$ cat config.mk
export PLATFORM = sky130hd
export DESIGN_NAME = pa2d_front
export DESIGN_NICKNAME = d
export VERILOG_FILES = /design/src/hdl/pareto_archive_2d_insert_top_assert.svh /design/src/hdl/pa2d_pkg.sv /design/src/hdl/pa2d_front.sv
export SDC_FILE = /design/constraint.sdc
export NUM_CORES = 1
export LEC_CHECK = 0
export ABC_CLOCK_PERIOD_IN_PS = 9250
export BUFFER_PORTS_ARGS = -buffer_cell sky130_fd_sc_hd__buf_4
export CAP_MARGIN = 20
export CORE_MARGIN = 2
export CORE_UTILIZATION = 56
export DETAILED_ROUTE_END_ITERATION = 6
export PLACE_DENSITY = 0.88
export SYNTH_ARGS = -nofsm -noshare
export SYNTH_HDL_FRONTEND = slang
export SYNTH_SLANG_ARGS = --single-unit
$ cat constraint.sdc
create_clock -name i_clk -period 9.25 [get_ports i_clk]
set_input_delay 0 -clock i_clk [delete_from_list [all_inputs] [get_ports i_clk]]
set_output_delay 0 -clock i_clk [all_outputs]
set_load 0.05 [all_outputs]
$ cat src/hdl/pareto_archive_2d_insert_top_assert.svh
// assertion macros for the pareto archive block
`ifndef PARETO_ARCHIVE_2D_INSERT_TOP_ASSERT_SVH
`define PARETO_ARCHIVE_2D_INSERT_TOP_ASSERT_SVH
`ifndef SYNTHESIS
`define PA2D_ASSERT(lbl, prop) \
    lbl: assert property (@(posedge i_clk) disable iff (!i_rst_n) prop) \
        else $error("pareto archive assertion failed");
`define PA2D_ASSERT_RST(lbl, prop) \
    lbl: assert property (@(posedge i_clk) prop) \
        else $error("pareto archive reset assertion failed");
`else
`define PA2D_ASSERT(lbl, prop)
`define PA2D_ASSERT_RST(lbl, prop)
`endif
`endif

$ cat src/hdl/pa2d_pkg.sv
`timescale 1ns / 1ps
package pa2d_pkg;
    localparam int CAPACITY_DEF = 256;
    localparam int OBJ_W_DEF    = 32;
    localparam int ID_W_DEF     = 20;

    localparam logic [1:0] KIND_INSERT = 2'd0;
    localparam logic [1:0] KIND_INFEAS = 2'd1;
    localparam logic [1:0] KIND_READ   = 2'd2;

    localparam logic [2:0] ST_INSERTED   = 3'd0;
    localparam logic [2:0] ST_DOMINATED  = 3'd1;
    localparam logic [2:0] ST_INFEASIBLE = 3'd2;
    localparam logic [2:0] ST_FULL       = 3'd3;
    localparam logic [2:0] ST_READ_OK    = 3'd4;
    localparam logic [2:0] ST_READ_EMPTY = 3'd5;

    typedef struct packed {
        logic [1:0] kind;
        logic [7:0] read_slot;
    } t_ctl;
endpackage

$ cat src/hdl/pa2d_front.sv
`timescale 1ns / 1ps
module pa2d_front #(
    parameter int OBJECTIVE_WIDTH = pa2d_pkg::OBJ_W_DEF,
    parameter int ID_WIDTH        = pa2d_pkg::ID_W_DEF
) (
    input  logic                              i_clk,
    input  logic                              i_rst_n,
    input  logic                              i_valid,
    output logic                              o_ready,
    input  logic                              i_operation,
    input  logic signed [OBJECTIVE_WIDTH-1:0] i_first_objective,
    input  logic signed [OBJECTIVE_WIDTH-1:0] i_second_objective,
    input  logic                              i_feasible,
    input  logic [ID_WIDTH-1:0]               i_candidate_id,
    input  logic [7:0]                        i_read_slot,
    output logic                              o_q_valid,
    input  logic                              i_q_ready,
    output logic signed [OBJECTIVE_WIDTH-1:0] o_q_first,
    output logic signed [OBJECTIVE_WIDTH-1:0] o_q_second,
    output logic [ID_WIDTH-1:0]               o_q_id,
    output pa2d_pkg::t_ctl                    o_q_ctl
);
    logic signed [OBJECTIVE_WIDTH-1:0] r_first  [2];
    logic signed [OBJECTIVE_WIDTH-1:0] r_second [2];
    logic [ID_WIDTH-1:0]               r_id     [2];
    pa2d_pkg::t_ctl                    r_ctl    [2];
    logic       r_wp, r_rp;
    logic [1:0] r_cnt;
    logic       w_push, w_pop;
    pa2d_pkg::t_ctl w_ctl;

    assign o_ready = (r_cnt != 2'd2);
    assign w_push  = i_valid && o_ready;
    assign w_pop   = o_q_valid && i_q_ready;

    always_comb begin
        w_ctl.read_slot = i_read_slot;
        if (i_operation) begin
            w_ctl.kind = pa2d_pkg::KIND_READ;
        end else if (!i_feasible) begin
            w_ctl.kind = pa2d_pkg::KIND_INFEAS;
        end else begin
            w_ctl.kind = pa2d_pkg::KIND_INSERT;
        end
    end

    always_ff @(posedge i_clk) begin
        if (w_push) begin
            r_first[r_wp]  <= i_first_objective;
            r_second[r_wp] <= i_second_objective;
            r_id[r_wp]     <= i_candidate_id;
            r_ctl[r_wp]    <= w_ctl;
        end
    end

    always_ff @(posedge i_clk) begin
        if (!i_rst_n) begin
            r_wp  <= 1'b0;
            r_rp  <= 1'b0;
            r_cnt <= 2'd0;
        end else begin
            if (w_push) begin
                r_wp <= ~r_wp;
            end
            if (w_pop) begin
                r_rp <= ~r_rp;
            end
            r_cnt <= r_cnt + {1'b0, w_push} - {1'b0, w_pop};
        end
    end

    assign o_q_valid  = (r_cnt != 2'd0);
    assign o_q_first  = r_first[r_rp];
    assign o_q_second = r_second[r_rp];
    assign o_q_id     = r_id[r_rp];
    assign o_q_ctl    = r_ctl[r_rp];
endmodule

# Word-level counts from Yosys, hierarchy flattened
# Memory sizes are Yosys's and may differ from the RTL's. A register that Yosys moved wholly into a read port is not among the register bits.
# Index checks and enable logic that the tools add are counted.
[classes]
n_addsub = 2
mul = 0
div = 0
n_lt_le_gt_ge = 0
eq_ne = 1
shifts = 0
muxes = 12
bitwise_logic = 2
reduce_logical = 3
[op_table]
columns = ["op", "n"]
rows = [
  ["1-bit 2-to-1 mux", 11],
  ["2-bit by 1-bit adder with 2-bit output", 1],
  ["1-bit logical AND", 2],
  ["2-bit 2-to-1 mux", 1],
  ["2-bit != test, second input constant", 1],
  ["1-bit inverter", 2],
  ["2-bit nonzero test", 1],
  ["2-bit by 1-bit subtractor with 2-bit output", 1],
]
[totals]
reg_bits = 4
latchBits = 0
mem_bits_rw = 188
romBits = 0
input_bits = 98
word_cells = 27
n_memories = 4
[mem_list]
columns = ["name", "words", "width", "read_ports", "rd_ports_with_merged_regs", "write_ports", "line", "source"]
rows = [
  ["r_first", 2, 32, 1, 1, 1, "pa2d_front.sv:23", "logic signed [OBJECTIVE_WIDTH-1:0] r_first [2];"],
  ["r_second", 2, 32, 1, 1, 1, "pa2d_front.sv:24", "logic signed [OBJECTIVE_WIDTH-1:0] r_second [2];"],
  ["r_id", 2, 20, 1, 1, 1, "pa2d_front.sv:25", "logic [ID_WIDTH-1:0] r_id [2];"],
  ["r_ctl", 2, 10, 1, 1, 1, "pa2d_front.sv:26", "pa2d_pkg::t_ctl r_ctl [2];"],
]

# Depth between registers and ports, before layout
# Gate-level depths: netlist of the first run.
[depth]
ltp_word = 4
mapped_depth = 6
depth_no_buf = 6

# Worst setup path after synthesis of the first run
# OpenSTA, ideal clock, no wires.
[synth_timing]
kind = "reg-to-reg"
from = "register r_cnt[0]"
to = "memory r_ctl[1][0] (netlist bit) (enable)"
setup_time_ps = 464
arrival_time_ps = 3211
required_time_ps = 8786
slack_ps = 5575
stages_incl_launch_ff = 3
path_buffers = 0
cell_sequence = "dfxtp_1 -> nand2b_1 -> and3_1"
[synth_via]
elab_chain_len = 4
[synth_rtl]
columns = ["item", "line", "source"]
rows = [
  ["start: declaration", "pa2d_front.sv:28", "logic [1:0] r_cnt;"],
  ["start signal: assignment", "pa2d_front.sv:68", "r_cnt <= r_cnt + {1'b0, w_push} - {1'b0, w_pop};"],
  ["2-bit != test", "pa2d_front.sv:32", "assign o_ready = (r_cnt != 2'd2);"],
  ["named net o_ready", "pa2d_front.sv:9", "output logic o_ready,"],
  ["1-bit logical AND", "pa2d_front.sv:33", "assign w_push = i_valid && o_ready;"],
  ["1-bit 2-to-1 mux", "pa2d_front.sv:48", "if (w_push) begin"],
  ["1-bit 2-to-1 mux (not written as such)", "pa2d_front.sv:52", "r_ctl[r_wp] <= w_ctl;"],
  ["end: declaration", "pa2d_front.sv:26", ""],
]
# The timed path passes the listed nets, and every way through them passes these cells.

==> results by stage, run 1 <==
Worst hold path:
- The cell depth of the worst hold path is 4.
- The class of the most critical hold timing path is in2reg.
- In this run the most critical hold path is launched from i_q_ready.

Die:
- In this run the count of I/O pins placed on the die edge is 194.
- The die width is 116.3 um.
- The initial core utilization is 56.65%.
- The area of the placeable core is approximately 0.012 sq mm.
- The die is 116.3 um tall.
- The site row count is 41.
- The floorplan step defined a die boundary enclosing 0.01352 sq mm.

Outcome:
- The run finished with clean final reports.

STA:
- The tightest hold path in the finished design has a slack of 0.03292 ns.
- Static timing analysis puts the maximum clock frequency at 404.2 MHz.
- For the finished layout, the period the worst path requires is 2.474 ns.
- The setup clock skew after layout is 0.005281 ns.
- Setup repair after global routing left no endpoint under its margin.
- Headroom to the max-slew limit came out at a little under half.
- The part of the cycle the worst path needs is 26.75%.
- The total count of hold-check failures in the final report is 0.
- Setup total negative slack on the finished layout was measured at 0 ns.
- The worst-margin pin slew is between 0.8 and 0.9 ns.
- The final number of max-transition violations was 0.
- The number of setup violations in the final report is 0.

Setup path:
- The peak fanout along the critical path is 58.
- The worst setup path is captured at a primary output.
- For flop-to-flop paths, the worst setup slack is just under 7 ns.
- The required time of the critical path is slightly above 9 ns.
- Data arrives at the worst endpoint at 2.47 ns.
- The worst register-to-register path ends at r_second[0][22].
- Measured in cells, the most critical reg-to-reg path has a length of 4.
- The critical register-to-register path startpoint is r_cnt[0].
- The category of the most critical setup path is reg2out.
- The kind of start point of the critical path is a register.

Clock network:
- Post-CTS repair changed the size of 0 cells.
- The clock latency reported for the late side of the worst-skew pair is 0.42 ns.
- Clock-pin slew was measured on the worst setup and hold paths at approximately 0.06 ns.
- The clock tree root driver cell is clkbuf_16.
- The total number of H-tree levels is 4.
- The post-cts hold buffer count is 96.
- The clock sink total is about 190.
- The CTS tree is built.
- The longest clock path from root to sink contains 2 buffers.
- The setup fix buffers added after clock tree synthesis is 0.
- TritonCTS created 17 clock buffers.

Synthesis:
- Sorting the synthesized cells by how often they occur yields edfxtp_1 (188), mux2_1 (60), mux2_2 (34).
- The sequential share of the synthesized area is approximately 81%.
- The proportion of netlist area held by the largest area contributor is 79.94%.
- The post-synthesis instance area is approximately 0.007 sq mm.
- The warning count from the yosys run is 0.
- The number of nets in the synthesized netlist is about 420.
- The mean instance size in the synthesized netlist is 21.86 sq um.
- The most used flip-flop cell after synthesis is edfxtp_1.
- Counting distinct cell types in the post-synthesis netlist gives 26.
- The count of flip-flops with a built-in enable after synthesis is 188.
- The largest area contributor in the synthesized netlist is edfxtp_1.
- The total of flip-flops plus latches after synthesis is 193.
- The most used standard cell by instance count after synthesis is edfxtp_1.
- Of all flip-flops after synthesis, the portion carrying an async set or reset was 0%.
- The number of cells produced by synthesis is 323.
- Yosys attributes the largest share of cell area to edfxtp_1 (80%), mux2_1 (9.6%), mux2_2 (5.4%).

Route:
- The DRC violation count after routing is 0.
- The detailed router placed roughly 4100 vias in this run.
- The initial DRC count is 321.
- The count of nets left with antenna violations after detail routing is 0.
- The total length of routed wires is 15490 um.
- The detail-routed via count per cell is about 5.
- The pre-antenna-repair detailed-routing pass consisted of 4 iterations.
- In the final routed layout, each cell accounts on average for 19.15 um.

GRT:
- Entering global routing, the biggest net connects 62 pins.
- The via count of the first global-routing pass was between 4000 and 5000.
- For this run, the total global-route usage over all layers was measured as 22.72%.
- The global-route wire length before repair is 22430 um.
- The initial antenna violation count is 0.
- Global routing finished with a remaining overflow of 0.

Placed design:
- The half-perimeter wire length after detailed placement is ~8500 um.
- The post-placement cell count is roughly 680.
- The count of input and output buffers is slightly below 200.
- Routability-driven placement finished with a final weighted congestion of 0.6743.

Final layout:
- The count of fill cells added during filler insertion is 573.
- The area growth from synthesis to layout is 44.44%.
- The post-route netlist has a little over two fifths of its cells at a drive strength greater than 1.
- Once layout is complete, the cells apart from fillers number 809.
- The final antenna diode count is 0.
- The net count of the finished layout is between 700 and 800.

Power:
- Dividing total power by cell area gives a power density of 258.9 mW/mm^2.
- The leakage power total is 0.003867 uW.
- The peak supply drop is roughly 0.00020 V.

Flow run:
- Max-cap violations in this run came to 0.
[cell type report]
type | count | area [sq um] | area share [%]
Clock buffer | 18 | 429.2 | 4.208
Clock inverter | 14 | 140.1 | 1.374
Inverter | 2 | 10.01 | 0.09814
Multi-Input combinational cell | 118 | 1224 | 12.00
Sequential cell | 193 | 5749 | 56.37
Tap cell | 172 | 215.2 | 2.110
Timing Repair Buffer | 292 | 2432 | 23.85
[per-layer routing]
metal / vias up / GRT usage (%) / routed length (um)
met5: - / 0 / 0
met4: 0 / 9.841 / 324
met3: 31 / 6.487 / 933
met2: 158 / 42.33 / 8651
met1: 2021 / 23.83 / 5581
li1: 1883 / - / -
[where the power goes]
part	internal [uW]	switching (uW)	total [uW]
sequential	1060	41.7	1100
clock	397	300	698
combinational	282	556	838
total	1740	898	2640
[worst max-delay path by stage]
stage | start | to | slack [ns]
finish | register | o_q_second[12] | 6.78
global route | register | o_q_id[19] | 6.68
CTS | register | o_q_first[5] | 6.75
detailed placement | r_cnt[0] | r_second[0][29] | 6.88
global placement | r_cnt[0] | r_second[0][4] | 7.04
floorplan | r_cnt[0] | r_ctl[1][0] | 5.58
[flip-flops by register name (all words and copies together), names as in the netlist, named ones only]
signal    flops
r_first      64
r_second     64
r_id         40
r_ctl        20
r_cnt         2
r_rp          1
r_wp          1
[layout by cell type (no fill, tap or decap), types with 4 or more instances in the layout]
cell,instances
nor2_1,5
edfxtp_1,188
mux2_1,60
dfxtp_1,4
clkinv_2,4
clkinv_4,4
mux2_2,34
clkbuf_16,17
buf_4,196
dlygate4sd3_1,96
[critical path, cell delays in order, from the launching register on]
cell     delay [ns]
dfxtp_4        0.66
buf_4          0.69
mux2_1         0.42
buf_4          0.20
[logic make-up after synthesis]
kind of cell    count (synthesis)  share of synthesized area, %
xor+xnor                        1                        0.1240
mux                            94                         14.99
fa+ha+maj                       1                        0.1772
flops                         193                         81.36
compound gates                  6                        0.6201
simple gates                   16                         1.347
buf+inv                        12                         1.382
[through the flow]
stage / cell area, sq um / utilization [%] / worst slack (ns) / power [uW]
5_1_grt: 10200 / 81.82 / 6.681 / 2722
4_1_cts: 10200 / 81.82 / 6.751 / 2642
3_5_place_dp: 8670 / 69.55 / 6.877 / 1919
6_report: 10200 / 81.82 / 6.776 / 2640
2_1_floorplan: 7062 / - / 5.575 / 1693
3_3_place_gp: 8670 / 69.55 / 7.035 / 1901
No activity file was read; power rests on OpenSTA's default activity.
==> run 2, diff against run 1 <==
ABC_AREA = 1   (was default)
ABC_CLOCK_PERIOD_IN_PS = 2500   (was 9250)
CORE_UTILIZATION = 52   (was 56)
PLACE_DENSITY = 0.82   (was 0.88)
clock period = 2.5 ns   (was 9.25 ns; I/O delays follow)
==> run 2 against run 1 <==
Combinational power rose to 4.9 times the previous value. Via count decreased by 0.51%. Global-route usage fell by 0.64 points. Synthesized area down 0.44%. Clock skew up 0.00055 ns. Highest routed layer unchanged.
==> results by stage, run 2 <==
Route:
- The average wire length per cell after detail routing is 19.21 um.
- Once detail routing completed, the nets flagged for antenna violations numbered 0.
- The DRC violation count after routing is 0.
- Dividing the detail-routed via count by the number of cells gives between 4 and 5.
- The via count is 4072.
- The first routing iteration left 226 violations.
- The total length of routed wires is 15790 um.
- The first-pass detailed-route iteration total is 4.

Synthesis:
- The synthesized design contains 188 enable-type register cells.
- The number of cells produced by synthesis is 329.
- The mean instance size in the synthesized netlist is 21.37 sq um.
- The number of nets handed over by synthesis was 428.
- The warning count from the yosys run is 0.
- Yosys instantiated no cell more often than edfxtp_1.
- The async set-reset flop share out of synthesis is 0%.
- The number of different library cells used by synthesis comes to 13.
- Counting instances in the post-synthesis netlist gives the leading cell types as edfxtp_1 (188), mux2_2 (94), nand2_1 (11).
- Of all cell types, the one taking the most synthesized area is edfxtp_1.
- In the post-synthesis netlist, the biggest area contributors are edfxtp_1 (80%), mux2_2 (15%), dfxtp_1 (1.4%).
- The post-synthesis instance area is between 0.007 and 0.008 sq mm.
- The sequential share of the synthesized area is 81.72%.
- In the synthesized netlist the dominant register cell turns out to be edfxtp_1.
- The total of flip-flops plus latches after synthesis is 193.
- After synthesis, the largest area contributor takes up between 80% and 90% of total cell area.

STA:
- The worst-margin pin slew is 0.6385 ns.
- The worst pin sits at a relative slew slack of about 57%.
- The setup clock skew after layout is 0.005835 ns.
- The part of the cycle the worst path needs is around three quarters.
- The final number of max-transition violations is 0.
- The minimum clock period is 1.842 ns.
- Setup repair after global routing left no endpoint under its margin.
- The total count of hold-check failures in the final report was 0.
- The setup TNS is 0 ns.
- For this run, the top clock speed supported by timing is 542.9 MHz.
- Setup violations remaining at the end of the flow were counted as 0.

Die:
- In this run the core area contains 42 standard-cell rows.
- The area of the placeable core is 0.01324 sq mm.
- The I/O pin count is 194.
- Once the floorplan was initialized, standard cells occupied a little over half of the core.
- The floorplan step defined a die boundary enclosing approximately 0.014 sq mm.
- Measured along the y axis, the die boundary spans around 120 um.
- From left edge to right edge, the die measures 120.3 um.

GRT:
- After global routing the overflow that remains totals 0.
- Entering global routing, the biggest net connects 95 pins.
- The initial antenna violation count was 0.
- The via count of the first global-routing pass is approximately 4400.
- Global routing consumed, over all layers together, between 20 and 25% of the routing resources.
- The first global-routing pass estimated approximately 23000 um of wire.

Final layout:
- Leaving out fill and tap cells, the most frequent cells in the layout are buf_4 (196), edfxtp_1 (188), dlygate4sd3_1 (96).
- Of the cells placed in the final design, the portion with a size suffix greater than 1 is slightly above 50%.
- The count of fill cells added during filler insertion is 709.
- After routing the design area is 0.01033 sq mm.
- The layout overhead on the synthesized area is 46.89%.
- The final antenna diode count is 0.
- Leaving out fill and tap cells, the most frequent cell in the layout is buf_4.
- The largest registers in the layout are r_first x64, r_second x64, r_id x40.
- The net count of the finished layout is ~730.

Clock network:
- The setup fix buffers added after clock tree synthesis is 0.
- The cell sitting at the root of the clock tree is a clkbuf_16.
- The clock transition at the registers of the reported paths is 0.07 ns.
- The clock latency reported for the late side of the worst-skew pair is 0.42 ns.
- The clock passes through at most 2 buffers.
- TritonCTS built the clock tree.
- The CTS buffer count is 17.
- The clock drives 193 sinks.
- After clock tree synthesis, the repair step resized 0 gates.
- The H-tree was split into 4 levels.
- The post-cts hold buffer count is 96.

Setup path:
- Counting cells, the worst reg-to-reg path comes to 9.
- The endpoint type of the worst setup path is a primary output.
- The peak fanout along the critical path is 94.
- STA classifies the critical path startpoint as a register.
- At the worst endpoint, the arrival time is 1.84 ns.
- STA puts the critical path data required time at 2.50 ns.
- The category of the most critical setup path is reg2out.

Placed design:
- The placed instances occupy a cell area of 0.008735 sq mm.
- Once detailed placement completed, the half-perimeter wirelength came to 8399 um.
- The count of buffers added on input and output ports is 193.
- At the end of routability-driven placement, the weighted congestion stood at 0.7276.

Flow run:
- Across the run, the number of max-cap violations was 0.

Power:
- Dividing total power by cell area gives a power density of 1081 mW/mm^2.
- The peak supply drop is 0.0009039 V.
- In this run the static leakage power is about 0.0039 uW.

Worst hold path:
- The class of the most critical hold timing path is in2reg.
- Along the worst hold path, the cell count comes to 6.

Outcome:
- The run finished with clean final reports.
-- run 2: kinds of logic (layout without fill, tap and decap cells) --
logic type	Yosys count	count (layout)	share of synthesized area, %
mux	94	94	15.06
flops	193	193	81.72
simple gates	22	22	1.192
fa+ha+maj	1	1	0.1779
compound gates	1	1	0.07112
buf+inv	17	334	1.655
xor+xnor	1	1	0.1246
-- run 2: power by group --
group          internal, uW  leakage [uW]  total (uW)  switching [uW]
combinational          1360       0.00181        4080            2720
sequential             4110       0.00180        4240             138
clock                  1690      0.000300        2840            1160
total                  7160       0.00391       11200            4010
-- run 2: worst max-delay path, cell delays in order, from the launching register on --
cell and delay [ns]:
dfxtp_4 0.35, buf_12 0.41, mux2_2 0.43, buf_4 0.20
-- run 2: layout make-up --
cell class	count	area [sq um]	share of cell area, %
clock inverters	15	206.4	1.999
repair buffers	295	2492	24.13
inverters	7	26.28	0.2544
flip-flops and latches	193	5749	55.67
clock buffers	17	425.4	4.119
multi-input cells	119	1207	11.69
well taps	176	220.2	2.132
-- run 2: path summary, 6_finish.rpt --
kind	start	endpoint	slack [ns]
max reg2reg	r_cnt[1]	r_cnt[1]	0.73
max	register	o_q_second[21]	0.66
min	i_q_ready	r_cnt[1]	0.08
min reg2reg	r_rp	register	0.52
-- run 2: per-stage QoR --
stage	hold slack (ns)	instances	power [uW]	setup slack (ns)	util, %
finish	0.07977	822	11170	0.6582	77.99
global route	0.1046	822	11540	0.5789	77.99
detailed placement	0.1877	694	8218	0.7497	65.96
global placement	0.1847	694	8131	0.8225	65.96
CTS	0.03911	822	11170	0.6420	77.99
floorplan	0.09345	329	7102	0.02813	-
-- run 2: metal layers --
metal | track usage, % | wire [um] | up-vias
met2 | 41.26 | 8844 | 158
met5 | 0 | 0 | -
met4 | 6.977 | 220 | 0
met3 | 6.981 | 913 | 20
li1 | - | - | 1892
met1 | 23.65 | 5815 | 2002
